**src/cpsc_ram.sv**
```systemverilog
`default_nettype none
module cpsc_ram #(
    parameter int WIDTH = 64,
    parameter int DEPTH = 64,
    parameter int AW    = $clog2(DEPTH)
) (
    input  wire logic             aclk,
    input  wire logic             we,
    input  wire logic [AW-1:0]    waddr,
    input  wire logic [WIDTH-1:0] wdata,
    input  wire logic             re,
    input  wire logic [AW-1:0]    raddr,
    output logic      [WIDTH-1:0] rdata
);

    logic [WIDTH-1:0] mem [DEPTH];

    // Write port and registered read port
    always_ff @(posedge aclk) begin
        if (we) begin
            mem[waddr] <= wdata;
        end
        if (re) begin
            rdata <= mem[raddr];
        end
    end

endmodule
`default_nettype wire

```
**config.mk**
```make
export PLATFORM = sky130hd
export DESIGN_NAME = cpsc_ram
export DESIGN_NICKNAME = d
export VERILOG_FILES = /design/src/cpsc_ram.sv
export SDC_FILE = /design/constraint.sdc
export NUM_CORES = 2
export LEC_CHECK = 0
export ABC_AREA = 1
export ABC_CLOCK_PERIOD_IN_PS = 10300
export BUFFER_PORTS_ARGS = -buffer_cell sky130_fd_sc_hd__buf_2
export CAP_MARGIN = 20
export CORE_ASPECT_RATIO = 1.75
export CORE_MARGIN = 1
export CORE_UTILIZATION = 40
export DETAILED_ROUTE_END_ITERATION = 16
export PLACE_DENSITY = 0.6
export SYNTH_ARGS = -nofsm -noshare
export SYNTH_HDL_FRONTEND = slang
export SYNTH_SLANG_ARGS = --single-unit
```
**constraint.sdc**
```tcl
create_clock -name aclk -period 10.3 [get_ports aclk]
set_input_delay 1.03 -clock aclk [delete_from_list [all_inputs] [get_ports aclk]]
set_output_delay 1.03 -clock aclk [all_outputs]
set_load 0.03 [all_outputs]
```
==> impl_metrics.env <==
export IMPL_ys_warn_count=0
export IMPL_ir_worst_vdd_uv=145
export IMPL_cts_root_buf="clkbuf_16"
export IMPL_syn_area_sq_um=166000
export IMPL_cpMostUsedCell="buf_4"
export IMPL_hold_viol=0
export IMPL_r2r_start="mem[25][2]"
export IMPL_crit_fanout=30
export IMPL_finalWirelength_um=550000
export IMPL_synthAdderAreaFrac_pct=0
export IMPL_dp_cells=18400
export IMPL_arrival_ps=4850
export IMPL_netlist_instances=13400
export IMPL_drcViolationCount=0
export IMPL_synth_edf_count=4160
export IMPL_max_stage_delay_ps=910
export IMPL_antenna_found_initial=48
export IMPL_syn_area_per_cell_sq_um=12.4
export IMPL_nets=13400
export IMPL_hp_start="wdata[46]"
export IMPL_hold_end="mem[9][46]"
export IMPL_worst_pin_slew_ps=1260
export IMPL_report_final_slew_viol_count=0
export IMPL_synth_async_sr_flop_share_pct=0
export IMPL_first_iter_violations=13300
export IMPL_cts_sinks=4160
export IMPL_die_x_um=489
export IMPL_synth_nets=13500
export IMPL_die_y_um=854
export IMPL_synth_xor_area_share_pct=0
export IMPL_port_buffers=142
export IMPL_synth_mux_area_share_pct=0
export IMPL_ios=143
export IMPL_ys_flop_type="edfxtp_1"
export IMPL_setup_viol=0
export IMPL_cts_resized_gates=0
export IMPL_rr_worst_depth=8
export IMPL_wl_per_cell_um=28.8
export IMPL_cp_start_kind="input pin"
export IMPL_crit_chain="buf_2, inv_1, nand4_1, nor2_4, buf_4, buf_4"
export IMPL_tritoncts="done"
export IMPL_place_congestion=0.811
export IMPL_clockBufferDepth=4
export IMPL_synthTopCellsByCount="4416 x nand2_1, 4160 x edfxtp_1, 3847 x nand3_1"
export IMPL_rrSetupSlack_ps=8410
export IMPL_min_path_cells=1
export IMPL_synth_seq_cells=4160
export IMPL_tns_ps=0
export IMPL_grt_ovfl_total=0
export IMPL_final_cell_count_no_fill=19100
export IMPL_grt_total_usage_pct=25.8
export IMPL_fin_crit_sh_pct=42.1
export IMPL_status="finished clean"
export IMPL_crit_type="input pin to flop"
export IMPL_fin_skew_ps=76.0
export IMPL_viasPerCell=5.78
export IMPL_slew_headroom_pct=15.8
export IMPL_yosysTopAreaCellShare_pct=75.3
export IMPL_synthMostInstantiatedCell="nand2_1"
export IMPL_drive_above_1_share_pct=7.31
export IMPL_clk_pin_slew_ps=70
export IMPL_dp_hpwl_um=271000
export IMPL_drv_cap=0
export IMPL_ys_top_cells_by_area="edfxtp_1 75%, nand3_1 12%, nand2_1 10%, buf_2 1.5%, buf_4 0.61%"
export IMPL_core_sq_um=413000
export IMPL_insertion_delay_ps=960
export IMPL_power_density_nw_per_um2=189
export IMPL_fmax_mhz=231
export IMPL_yosysTopAreaCell="edfxtp_1"
export IMPL_h_tree_depth=5
export IMPL_slowest_stage="nor2_4"
export IMPL_required_ps=10820
export IMPL_synth_top_family_by_area="simple AND/OR/NAND/NOR gates"
export IMPL_worstSetupEndpointType="flop"
export IMPL_grt_pass1_vias=103000
export IMPL_cts_setup_buffers=0
export IMPL_ant_nets=0
export IMPL_grt_pass1_wl_um=769000
export IMPL_vias=110000
export IMPL_syn_to_final_growth_pct=10.9
export IMPL_leakagePower_nw=63.6
export IMPL_drtPass1Iterations=6
export IMPL_die_area_sq_um=418000
export IMPL_hold_path_class="input pin to flop"
export IMPL_std_cell_rows=312
export IMPL_synthSimpleGateAreaFrac_pct=21.8
export IMPL_rsz0062_at_grt="no"
export IMPL_period_needed_ps=4340
export IMPL_yosysSeqAreaShare_pct=75.3
export IMPL_start_util_pct=40.2
export IMPL_cts_hold_buf=0
export IMPL_grt_max_degree=210
export IMPL_cts_made_buffers=364
export IMPL_ys_types=15
export IMPL_synth_compound_area_share_pct=0
export IMPL_r2r_end="rdata[2]"
worst max-delay path: cells and delay by family:
kind	cells	cell delay, ps
buffers and inverters	4	1990
and+or+nand+nor	2	1660
placed cells by master (no fill, tap or decap), types with 34 or more instances in the layout:
| cell type | instances |
|---|---|
| clkinv_1 | 72 |
| clkbuf_16 | 371 |
| edfxtp_1 | 4160 |
| buf_4 | 208 |
| nand2_1 | 4416 |
| nor2_4 | 56 |
| buf_12 | 72 |
| buf_2 | 135 |
| bufinv_16 | 38 |
| diode_2 | 34 |
| clkbuf_1 | 67 |
| nand3_1 | 3847 |
| clkinv_2 | 61 |
worst max-delay path by stage:
| stage | startpoint | endpoint | slack, ps | cells after the start |
|---|---|---|---|---|
| 2_1_floorplan | we | mem[48][0] | 1990 | 3 |
| 3_3_place_gp | waddr[1] | mem[16][8] | 5310 | 6 |
| 3_5_place_dp | waddr[1] | mem[16][4] | 5180 | 6 |
| 4_1_cts | waddr[1] | mem[16][4] | 6140 | 6 |
| 5_1_grt | waddr[0] | mem[16][4] | 6040 | 6 |
| 6_report | waddr[0] | mem[16][4] | 5960 | 6 |
cells by family (layout without fill, tap and decap cells):
| logic type | after synthesis | in the layout |
|---|---|---|
| simple gates | 8336 | 8336 |
| flops | 4160 | 4160 |
| buf+inv | 909 | 1073 |
| other cells | 0 | 34 |
state kept, by name, indices dropped and copies added, names as in the netlist:
signal	cells
mem	4096
rdata	64
final cells by class:
| type | instances | area (sq um) |
|---|---|---|
| clock buffer | 438 | 9540 |
| inverter | 12 | 105 |
| timing repair buffer | 423 | 3820 |
| fill | 37000 | 229000 |
| antenna | 34 | 85.1 |
| tap | 5495 | 6880 |
| sequential | 4160 | 125000 |
| multi-input combinational | 8336 | 36600 |
| clock inverter | 200 | 2050 |
stage by stage:
| stage | total power [mW] | instance area [sq um] | hold slack [ps] | util (%) | setup slack [ps] |
|---|---|---|---|---|---|
| 4_1_cts | 34.8 | 183000 | 468 | 44.5 | 6140 |
| 2_1_floorplan | 20.4 | 166000 | 797 | - | 1990 |
| 3_3_place_gp | 21.3 | 172000 | 846 | 41.6 | 5310 |
| 5_1_grt | 35.6 | 184000 | 368 | 44.6 | 6040 |
| 3_5_place_dp | 21.3 | 172000 | 843 | 41.7 | 5180 |
| 6_report | 34.7 | 184000 | 371 | 44.6 | 5960 |
routing by layer:
layer	vias up	part of all wire [%]	GRT usage, %
li1	47700	-	-
met1	55600	37	32.4
met2	5823	49	43.7
met3	1308	8.7	3.80
met4	12	5.4	12.3
met5	-	0.013	0
power by group:
part / switching (mW) / leakage (nW) / total [mW] / internal (mW)
clock network: 6.21 / 5.67 / 13.8 / 7.56
logic: 1.60 / 20.4 / 2.09 / 0.492
registers: 0.0683 / 37.5 / 18.8 / 18.8
(Power assumes the default switching activity.)
