--- src/cpsc_pkg.sv ---
`default_nettype none
package cpsc_pkg;

    // Input item kinds carried in s_tuser
    typedef enum logic [1:0] {
        OP_LOAD_ATOM = 2'd0,
        OP_LOAD_COEF = 2'd1,
        OP_QUERY     = 2'd2,
        OP_NONE      = 2'd3
    } opcode_t;

    localparam int COORD_W  = 20;
    localparam int TYPE_W   = 6;
    localparam int SLOT_W   = 6;
    localparam int LIMIT_W  = 7;
    localparam int COEF_W   = 32;
    localparam int QID_W    = 16;
    localparam int DIST_W   = 15;
    localparam int SQ_W     = 41;
    localparam int D2_W     = 42;
    localparam int RADIX_W  = 2 * DIST_W;
    localparam int CUTOFF_RESET = 4096;

    typedef struct packed {
        logic signed [COORD_W-1:0] x;
        logic signed [COORD_W-1:0] y;
        logic signed [COORD_W-1:0] z;
        logic [TYPE_W-1:0]         atype;
    } atom_t;

    typedef struct packed {
        logic [COEF_W-1:0] c12;
        logic [COEF_W-1:0] c6;
    } coef_t;

    // Handshake between the sequencer and the square root unit
    typedef struct packed {
        logic busy;
        logic done;
    } sqrt_stat_t;

endpackage
`default_nettype wire

--- src/cpsc_sqrt.sv ---
`default_nettype none
module cpsc_sqrt
    import cpsc_pkg::*;
(
    input  wire logic               aclk,
    input  wire logic               aresetn,
    input  wire logic               start,
    input  wire logic [RADIX_W-1:0] radicand,
    output sqrt_stat_t              stat,
    output logic      [DIST_W-1:0]  root
);

    localparam int REM_W = DIST_W + 2;

    logic [RADIX_W-1:0] v_reg;
    logic [REM_W-1:0]   rem_reg;
    logic [DIST_W-1:0]  root_reg;
    logic [3:0]         cnt_reg;
    logic               busy_reg;
    logic               done_reg;

    logic [REM_W-1:0]   rem_shift;
    logic [REM_W-1:0]   trial;
    logic               take;

    // One result bit per cycle, restoring
    always_comb begin
        rem_shift = {rem_reg[REM_W-3:0], v_reg[RADIX_W-1 -: 2]};
        trial     = {root_reg, 2'b01};
        take      = rem_shift >= trial;
    end

    always_ff @(posedge aclk) begin
        if (!aresetn) begin
            busy_reg <= 1'b0;
            done_reg <= 1'b0;
        end else begin
            done_reg <= 1'b0;
            if (start) begin
                busy_reg <= 1'b1;
                v_reg    <= radicand;
                rem_reg  <= '0;
                root_reg <= '0;
                cnt_reg  <= 4'(DIST_W - 1);
            end else if (busy_reg) begin
                v_reg    <= {v_reg[RADIX_W-3:0], 2'b00};
                rem_reg  <= take ? rem_shift - trial : rem_shift;
                root_reg <= {root_reg[DIST_W-2:0], take};
                cnt_reg  <= cnt_reg - 4'd1;
                if (cnt_reg == 4'd0) begin
                    busy_reg <= 1'b0;
                    done_reg <= 1'b1;
                end
            end
        end
    end

    assign stat.busy = busy_reg;
    assign stat.done = done_reg;
    assign root      = root_reg;

endmodule
`default_nettype wire

--- config.mk ---
export PLATFORM = sky130hd
export DESIGN_NAME = cpsc_sqrt
export DESIGN_NICKNAME = d
export VERILOG_FILES = /design/src/cpsc_pkg.sv /design/src/cpsc_sqrt.sv
export SDC_FILE = /design/constraint.sdc
export NUM_CORES = 1
export LEC_CHECK = 0
export BUFFER_PORTS_ARGS = -buffer_cell sky130_fd_sc_hd__buf_4
export CAP_MARGIN = 15
export CORE_ASPECT_RATIO = 2
export CORE_MARGIN = 8
export CORE_UTILIZATION = 45
export DETAILED_ROUTE_END_ITERATION = 16
export GPL_ROUTABILITY_DRIVEN = 0
export PLACE_DENSITY = 0.73
export SYNTH_ARGS = -nofsm -noshare
export SYNTH_HDL_FRONTEND = slang
export SYNTH_SLANG_ARGS = --single-unit
--- constraint.sdc ---
create_clock -name aclk -period 5.7 [get_ports aclk]
set_clock_uncertainty 0.15 [all_clocks]
set_input_delay 0.57 -clock aclk [delete_from_list [all_inputs] [get_ports aclk]]
set_output_delay 0.57 -clock aclk [all_outputs]
set_load 0.005 [all_outputs]
==> results of run 1 <==
critical path: cells and delay by family (launching register included):
| kind | cells | cell delay, ps |
|---|---|---|
| compound gates | 5 | 1300 |
| fa+ha+maj | 1 | 390 |
| buf+inv | 1 | 60 |
| flops | 1 | 350 |
| mux | 1 | 250 |
| simple gates | 1 | 60 |
logic make-up after synthesis:
logic type,Yosys count,synth area share (%)
AOI/OAI and AO/OA,38,8.909
xor gates and xnor gates,13,3.256
adders and majority gates,18,6.440
buffers and inverters,32,3.864
DFF,66,56.10
muxes,38,11.88
and+or+nand+nor,69,9.553
layer usage:
layer / vias up / global-route usage, %
met5: - / 0
met4: 0 / 7.670
met3: 10 / 4.841
met2: 55 / 22.65
met1: 1074 / 12.45
li1: 1108 / -
power by group:
group | leakage (nW) | switching (W) | total [W] | internal (W)
logic | 0.957 | 0.000129 | 0.000241 | 0.000112
clock network | 0.169 | 0.000205 | 0.000632 | 0.000427
registers | 0.632 | 0.0000157 | 0.000594 | 0.000579
worst paths after layout:
| path | endpoint | depth (start not counted) |
|---|---|---|
| min reg2reg | done_reg | 1 |
| max | rem_reg[4] | 9 |
| min | done_reg | 2 |
| max reg2reg | rem_reg[4] | 9 |
synthesized netlist by cell type (4+ instances only):
| master | number | share of area, % |
|---|---|---|
| nand2b_1 | 4 | 0.72 |
| nor2_1 | 32 | 3.4 |
| and3_1 | 4 | 0.72 |
| o21ai_0 | 6 | 0.86 |
| mux2_2 | 28 | 9.0 |
| xnor2_1 | 9 | 2.3 |
| nor3_1 | 5 | 0.72 |
| mux2i_1 | 10 | 2.9 |
| a21oi_2 | 4 | 1.0 |
| ha_1 | 18 | 6.4 |
| inv_1 | 22 | 2.4 |
| xor2_1 | 4 | 1.0 |
| edfxtp_1 | 64 | 55 |
| a21oi_1 | 9 | 1.3 |
| clkbuf_1 | 7 | 0.75 |
| nand2_1 | 7 | 0.75 |
final cells by class:
class	count	area, um^2
flip-flops and latches	66	1962
multi-input cells	176	1401
well taps	94	117.6
inverters	22	82.58
clock buffers	9	225.2
clock inverters	7	117.6
fillers	660	3263
repair buffers	50	375.4
through the flow:
| step | worst slack (ps) | cells |
|---|---|---|
| 2_1_floorplan | 2699 | 274 |
| 5_1_grt | 2627 | 424 |
| 3_3_place_gp | 2876 | 408 |
| 6_report | 2844 | 424 |
| 3_5_place_dp | 2852 | 408 |
| 4_1_cts | 2834 | 424 |
cells in the final DEF, fill, tap and decap left out, types with 2 or more instances in the layout:
master / Yosys / final
clkbuf_16: 0 / 9
bufinv_16: 0 / 3
nand2b_1: 4 / 4
nor4_1: 2 / 2
edfxtp_1: 64 / 64
a21o_1: 3 / 3
a21oi_1: 9 / 9
dfxtp_1: 2 / 2
ha_1: 18 / 18
xnor2_1: 9 / 9
buf_4: 2 / 50
a211oi_1: 2 / 2
nor2b_1: 3 / 3
inv_1: 22 / 22
clkinv_2: 0 / 2
nand2_1: 7 / 7
nor2_1: 32 / 32
mux2i_1: 10 / 10
nand3_1: 2 / 2
nor3_1: 5 / 5
clkinv_4: 0 / 2
o21ai_0: 6 / 6
a21oi_2: 4 / 4
nand4_1: 3 / 3
mux2_2: 28 / 28
and2_1: 2 / 2
and3_1: 4 / 4
xor2_1: 4 / 4
==> out/results.txt, run 1 <==
outcome -> complete, no violations
CTS tree -> built
average routed wire per standard cell -> 16.20 um
WL met2 -> 3735 um
area grow syn2layout -> 22.43%
PostCTS Resize Cnt -> 0
met1 WL -> 2593 um
Max Slew Vio Count -> 0
core area -> 0.007545 mm^2
ANT cells -> 0
Critical Path Start Type -> register
critical-path cell list -> inv_1, ha_1, a21oi_1, o21ai_1, a21oi_1, o221ai_2, a31oi_4, mux2i_1, nor2_1
CP Capture Type -> register
First-pass DRT Iterations -> 4
WHS -> 330.0 ps
WL met3 -> 388 um
Cell Rows -> 45
Cell Pwr Density -> 342.8 mW/mm^2
flip-flop count of the largest register after layout -> 30
syn_area_per_cell -> 12.76 um^2
global route overflow -> 0
vias per inst -> 5.300
pin count of the biggest net entering global routing -> 67
gr usage total -> 12.97%
via count -> 2247
Synth Net Count -> 325
Initial DRC Count -> 180
final instance area -> 0.004282 mm^2
share of layout cells above drive strength 1 -> 32.12%
drc violations -> 0
CP dominant cell by count -> a21oi_1
die area -> 0.01102 mm^2
CP max FO -> 18
clock latency at the later pin of the worst-skew pair -> 330 ps
Tot Pwr -> 0.001468 W
global-route wire length before repair -> 11180 um
I/O Pins -> 50
Reg-to-Reg Start -> root[8]
RSZ-0062 raised after global routing -> no
Worst-path clk slew -> 60 ps
Yosys reg bits -> 66
HP Class -> in -> reg
post-DP HPWL -> 4832 um
Finish-stage setup viols -> 0
Synth cell types -> 44
reg2reg setup slack -> 2840 ps
fin crit share -> 50.11%
uppermost layer routed -> met4
min cycle time layout -> 2856 ps
slowest CP cell -> a31oi_4
CP peak stage delay -> 630 ps
Syn Inst Count -> 274
maximum clock rate -> 0.3501 GHz
initial antenna violation count -> 0
Setup Crit Path Kind -> reg -> reg
# clock sinks -> 66
Port Buffers -> 49
Synth async-reset ratio -> 0%
vias in the first global route -> 2497
area of the mapped netlist -> 0.003497 mm^2
Post-DRT Antenna Nets -> 0
CTS Buffer Depth -> 2
hold_sp -> aresetn
worst slew pin tran -> 793.8 ps
Final Core Density -> 56.75%
total CTS buffers -> 9
Initial Util -> 46.35%
commonest register cell after synthesis -> edfxtp_1
CTS Hold Bufs -> 0
Seq/Total Area, Yosys -> 56.10%
root buf cell -> clkbuf_16
setup bufs post-CTS -> 0
relative slew slack -> 47.08%
die width -> 78.34 um
Post-synth EDFFs -> 64
Final Hold Viols -> 0
crit path DAT -> 2760 ps
CP startpoint -> root[8]
Max Cap Violations -> 0
Die H -> 140.7 um
drt total wl -> 6867 um
P_leak -> 1.758 nW
CP Data Required Time -> 5600 ps
peak supply drop -> 0.2525 mV
Setup TNS Final -> 0 ps
Max H-tree Level -> 3
dpl cell area -> 0.003939 mm^2
nets -> 376
yosys warns -> 0
Note: power is estimated with default switching activity, not from simulation.
==> run 2, diff against run 1 <==
Clock period 5.7 ns to 2.96 ns, I/O delays scaled along.
==> out/results.txt, run 2 (synthesis gave the netlist of run 1 again) <==
Final Hold Viols -> 0 (unchanged)
Reg-to-Reg Start -> root[6]
drt total wl -> 7009 um (+2.1%)
CTS Buffer Depth -> 2 (unchanged)
Setup Crit Path Kind -> reg -> reg
uppermost layer routed -> met4
relative slew slack -> 71.98% (+25 points)
Clock power frac -> 38.8% (-4.3 points)
most frequent cells in the layout -> edfxtp_1, buf_4, nor2_1
Die H -> 140.7 um (unchanged)
slowest CP cell -> ha_1
I/O Pins -> 50 (unchanged)
WL met3 -> 377 um (-2.8%)
Worst-path clk slew -> 60 ps (about the same)
drc violations -> 0 (unchanged)
vias in the first global route -> 2511 (+0.56%)
CTS tree -> built
critical-path cell list -> inv_1, ha_1, a21oi_1, o21ai_1, a21oi_1, o221ai_2, a31oi_4, buf_12, mux2i_1, nor2_1
clock latency at the later pin of the worst-skew pair -> 330 ps (about the same)
min cycle time layout -> 2720 ps (-135.8 ps)
CP dominant cell by count -> a21oi_1
Initial DRC Count -> 137 (-24%)
pin count of the biggest net entering global routing -> 66 (-1.5%)
Max Slew Vio Count -> 0 (unchanged)
CP Data Required Time -> 2870 ps (-2730 ps)
average routed wire per standard cell -> 16.45 um (+1.6%)
flip-flop count of the largest register after layout -> 30 (unchanged)
CP Capture Type -> register
Cell Rows -> 45 (unchanged)
Setup TNS Final -> 0 ps (unchanged)
CTS Hold Bufs -> 0 (unchanged)
Net Sw Power -> 0.0006726 W (+92%)
Finish-stage setup viols -> 0 (unchanged)
Int Power -> 0.001987 W (+78%)
Reg power frac -> 43.0% (+2.5 points)
Max Cap Violations -> 0 (unchanged)
PostCTS Resize Cnt -> 0 (unchanged)
hold path cells -> 2 (unchanged)
die width -> 78.34 um (unchanged)
post-DP HPWL -> 5018 um (+3.9%)
peak supply drop -> 0.4772 mV (+89%)
RSZ-0062 raised after global routing -> no
via count -> 2291 (+2.0%)
Comb pwr share -> 18.3% (+1.9 points)
reg2reg setup slack -> 240 ps (-2600 ps)
commonest non-fill, non-tap cell in the layout -> edfxtp_1
setup bufs post-CTS -> 0 (unchanged)
gr usage total -> 13.49% (+0.52 points)
fin crit share -> 91.91% (+42 points)
hold_sp -> aresetn
CP peak stage delay -> 380 ps (-250 ps)
maximum clock rate -> 0.3676 GHz (+5.0%)
HP Class -> in -> reg
global route overflow -> 0 (unchanged)
die area -> 0.01102 mm^2 (unchanged)
vias per inst -> 5.378 (+1.5%)
sw frac -> 25.29% (+1.4 points)
P_leak -> 1.743 nW (-0.86%)
r2r worst-path depth -> 10 (+1)
area grow syn2layout -> 22.00%
capture point of the worst reg-to-reg path -> rem_reg[3]
Final Core Density -> 56.55% (-0.20 points)
WHS Endpoint -> done_reg
CP max FO -> 18 (unchanged)
nets -> 378 (+0.53%)
Initial Util -> 46.35% (unchanged)
Port Buffers -> 49 (unchanged)
Max H-tree Level -> 3 (unchanged)
Post-DRT Antenna Nets -> 0 (unchanged)
global-route wire length before repair -> 11760 um (+5.2%)
ANT cells -> 0 (unchanged)
crit path DAT -> 2630 ps (-130 ps)
root buf cell -> clkbuf_16
share of layout cells above drive strength 1 -> 31.93% (-0.19 points)
outcome -> complete, no violations
# clock sinks -> 66 (unchanged)
met1 WL -> 2572 um (-0.81%)
Critical Path Start Type -> register
Cell Pwr Density -> 623.5 mW/mm^2 (+82%)
total CTS buffers -> 9 (unchanged)
initial antenna violation count -> 0 (unchanged)
core area -> 0.007545 mm^2 (unchanged)
WL met2 -> 3904 um (+4.5%)
First-pass DRT Iterations -> 4 (unchanged)
worst slew pin tran -> 414.5 ps (-379.3 ps)
## run 2: cell types whose count changed in the layout (fill, tap and decap cells not counted), sizes merged
| cell | change |
|---|---|
| clkinv | -1 |
| clkbuf | +1 |
| bufinv | -2 |
| buf | +2 |
| clkinvlp | +2 |
## run 2: how the worst max path moves through the flow
stage	start	to	slack [ps]	cells after the start
final	root[6]	rem_reg[3]	240	10
after detailed placement	root[6]	rem_reg[6]	240	10
after floorplan	start	cnt_reg[0]	230	2
after CTS	root[6]	rem_reg[6]	230	10
after global placement	root[6]	rem_reg[3]	240	10
after global routing	root[6]	rem_reg[6]	40	10
## run 2: cell type report
type	count	area, um^2
fill	688	3278
multi-input combinational	176	1401
tap	94	117.6
sequential	66	1962
inverter	22	82.58
clock buffer	10	229.0
clock inverter	6	58.81
timing repair buffer	52	415.4
## run 2: metrics by stage
step,std cells,setup WS (ps),power (W),cell area (um^2),hold slack (ps)
floorplan,274,233.3,0.001500,3497,298.5
global placement,410,237.2,0.001636,3979,336.6
detailed placement,410,244.9,0.001648,3979,351.7
CTS,426,226.4,0.002681,4267,68.57
global route,426,40.52,0.002770,4267,87.09
finish,426,239.5,0.002660,4267,76.74
## run 2: layer usage
layer,track usage (%),vias to the layer above
met3,4.968,17
met4,6.096,0
li1,-,1114
met5,0,-
met2,24.19,52
met1,13.18,1108
## run 2: power by group through the flow
stage / logic, W / registers (W) / clock network, W
after global placement: 0.000476 / 0.00116 / 0
after floorplan: 0.000345 / 0.00116 / 0
after global routing: 0.000540 / 0.00115 / 0.00108
after CTS: 0.000491 / 0.00114 / 0.00105
final: 0.000486 / 0.00114 / 0.00103
after detailed placement: 0.000486 / 0.00116 / 0
## run 2: critical path, delay by kind of cell (launching register included)
kind / cells / cell delay [ps]
compound gates: 5 / 1000
fa+ha+maj: 1 / 380
flops: 1 / 350
buf+inv: 2 / 260
mux: 1 / 220
simple gates: 1 / 80
==> run 3, diff against run 2 <==
Settings changed: ABC_AREA set to 1, PLACE_DENSITY 0.73 to 0.72, TNS_END_PERCENT set to 5.
==> out/results.txt, run 3 <==
main area contributors after synthesis -> edfxtp_1, nand2_1, inv_1
RSZ-0062 raised after global routing -> no
vias in the first global route -> 3554 (+42%)
Finish-stage setup viols -> 0 (unchanged)
filler cell count -> 809 (+18%)
min cycle time layout -> 2381 ps (-339.7 ps)
ANT cells -> 0 (unchanged)
CTS Buffer Depth -> 2 (unchanged)
Initial DRC Count -> 181 (+32%)
Setup TNS Final -> 0 ps (unchanged)
maximum clock rate -> 0.4200 GHz (+14%)
root buf cell -> clkbuf_16
synth cell count leaders -> nand2_1, inv_1, edfxtp_1, nor2_1
syn_area_per_cell -> 8.110 um^2 (-36%)
area of the mapped netlist -> 0.003974 mm^2 (+14%)
Buf/Inv on CP -> 3 (+1)
First-pass DRT Iterations -> 4 (unchanged)
HP Class -> in -> reg
Yosys top cell by area -> edfxtp_1
post-DP HPWL -> 7289 um (+45%)
clock latency at the later pin of the worst-skew pair -> 330 ps (about the same)
P_leak -> 2.374 nW (+36%)
Worst-path clk slew -> 50 ps (about the same)
CTS Hold Bufs -> 0 (unchanged)
capture point of the worst reg-to-reg path -> root[0]
Max Cap Violations -> 0 (unchanged)
Die H -> 148.9 um (+5.8%)
WHS -> 81.75 ps (+5.010 ps)
Reg-to-Reg Start -> rem_reg[6]
Syn Inst Count -> 490 (+79%)
share of layout cells above drive strength 1 -> 18.17% (-14 points)
CP peak stage delay -> 430 ps (+50 ps)
most frequent cells in the layout -> nand2_1, inv_1, edfxtp_1
Critical Path Start Type -> register
Post-DRT Antenna Nets -> 0 (unchanged)
reg2reg setup slack -> 580 ps (+340 ps)
drt total wl -> 9521 um (+36%)
via count -> 3247 (+42%)
area grow syn2layout -> 19.05%
WHS Endpoint -> v_reg[1]
crit path DAT -> 2290 ps (-340 ps)
top-count cell post-synth -> nand2_1
setup bufs post-CTS -> 0 (unchanged)
fin crit share -> 80.43% (-11 points)
Yosys top cell area share -> 48.36% (-6.6 points)
hold_sp -> radicand[1]
PostCTS Resize Cnt -> 0 (unchanged)
commonest register cell after synthesis -> edfxtp_1
Max H-tree Level -> 3 (unchanged)
CTS tree -> built
Final Hold Viols -> 0 (unchanged)
Initial Util -> 46.27% (-0.081 points)
core area -> 0.008588 mm^2 (+14%)
Max Slew Vio Count -> 0 (unchanged)
gr usage total -> 17.18% (+3.7 points)
global-route wire length before repair -> 16150 um (+37%)
peak supply drop -> 0.4536 mV (-5.0%)
drc violations -> 0 (unchanged)
hold path cells -> 3 (+1)
CP max FO -> 10 (-8)
Synth cell types -> 33 (-25%)
Seq/Total Area, Yosys -> 49.37% (-6.7 points)
die width -> 82.45 um (+5.3%)
CP Capture Type -> register
flip-flop count of the largest register after layout -> 30 (unchanged)
Final Core Density -> 55.08% (-1.5 points)
Yosys reg bits -> 66 (unchanged)
global route overflow -> 0 (unchanged)
# clock sinks -> 66 (unchanged)
r2r worst-path depth -> 11 (+1)
average routed wire per standard cell -> 14.76 um (-10%)
Cell Pwr Density -> 592.9 mW/mm^2 (-4.9%)
Setup Crit Path Kind -> reg -> reg
I/O Pins -> 50 (unchanged)
total CTS buffers -> 9 (unchanged)
nets -> 591 (+56%)
Synth Net Count -> 541 (+66%)
Port Buffers -> 49 (unchanged)
critical-path cell list -> ha_1, nand2_2, inv_1, nand2_1, nand2_2, inv_2, nand3_2, nand2_4, inv_2, nor2_4, nor2_1
Synth async-reset ratio -> 0% (unchanged)
outcome -> complete, no violations
Cell Rows -> 48 (+6.7%)
worst slew pin tran -> 507.0 ps (+92.49 ps)
vias per inst -> 5.034 (-6.4%)
yosys warns -> 0 (unchanged)
initial antenna violation count -> 0 (unchanged)
slowest CP cell -> edfxtp_1
pin count of the biggest net entering global routing -> 51 (-23%)
commonest non-fill, non-tap cell in the layout -> nand2_1
dominant delay contributor by cell family on the critical path -> simple AND/OR/NAND/NOR gates
die area -> 0.01228 mm^2 (+11%)
CP Data Required Time -> 2870 ps (about the same)
relative slew slack -> 66.20% (-5.8 points)
Post-synth EDFFs -> 64 (unchanged)
[run 3: cell types whose count changed in the layout (fill, tap and decap cells not counted), moves of 6 or more]
cell,before,now
nand2_1,7,191
inv_1,22,67
mux2_2,28,0
nor2_1,32,53
nand3_1,2,18
nor2_2,0,11
mux2i_1,10,0
nand2_2,0,9
inv_2,0,6
xnor2_1,9,3
[run 3: final cells by class]
| type | instances | area (um^2) | area share, % |
|---|---|---|---|
| clock inverters | 2 | 35.03 | 0.7405 |
| flip-flops and latches | 66 | 1962 | 41.47 |
| clock buffers | 14 | 264.0 | 5.581 |
| repair buffers | 52 | 390.4 | 8.252 |
| multi-input cells | 338 | 1680 | 35.52 |
| well taps | 100 | 125.1 | 2.645 |
| inverters | 73 | 274.0 | 5.792 |
[run 3: layer usage]
metal | track usage (%) | wire [um] | vias up
li1 | - | - | 1629
met1 | 16.83 | 3356 | 1488
met2 | 29.56 | 5365 | 100
met3 | 4.348 | 401 | 30
met4 | 12.39 | 398 | 0
met5 | 0 | 0 | -
[run 3: report_power, final]
group | switching [W] | internal (W) | total, W
Combinational | 0.000380 | 0.000211 | 0.000591
Sequential | 0.0000294 | 0.00111 | 0.00114
Clock | 0.000374 | 0.000697 | 0.00107
Total | 0.000784 | 0.00202 | 0.00281
[run 3: worst max path at each step]
| stage | from | to | slack [ps] | depth (start not counted) |
|---|---|---|---|---|
| floorplan | start | cnt_reg[0] | 700 | 3 |
| global placement | rem_reg[6] | root[0] | 590 | 11 |
| detailed placement | rem_reg[6] | root[0] | 580 | 11 |
| CTS | rem_reg[6] | root[0] | 570 | 11 |
| global route | root[6] | root[0] | 440 | 12 |
| finish | rem_reg[6] | root[0] | 580 | 11 |
[run 3: kinds of logic after synthesis]
family | count (synthesis) | share of synthesized area [%]
AOI/OAI and AO/OA | 12 | 1.574
adders and majority gates | 18 | 5.668
and+or+nand+nor | 301 | 33.22
buffers and inverters | 86 | 8.627
xor gates and xnor gates | 7 | 1.543
DFF | 66 | 49.37
[run 3: worst register-to-register path, cell delays in order (launching register included)]
cell      delay (ps)
edfxtp_1         430
ha_1             380
nand2_2          150
inv_1             50
nand2_1           70
nand2_2           70
inv_2             50
nand3_2          130
nand2_4          190
inv_2             70
nor2_4           250
nor2_1           100
[run 3: metrics by stage]
step / worst slack (ps) / total power, W / instances / instance area [um^2]
floorplan: 704.5 / 0.001573 / 490 / 3985
global placement: 591.5 / 0.001734 / 629 / 4432
detailed placement: 577.7 / 0.001747 / 629 / 4432
CTS: 568.0 / 0.002823 / 645 / 4731
global route: 444.3 / 0.002933 / 645 / 4731
finish: 579.3 / 0.002805 / 645 / 4731
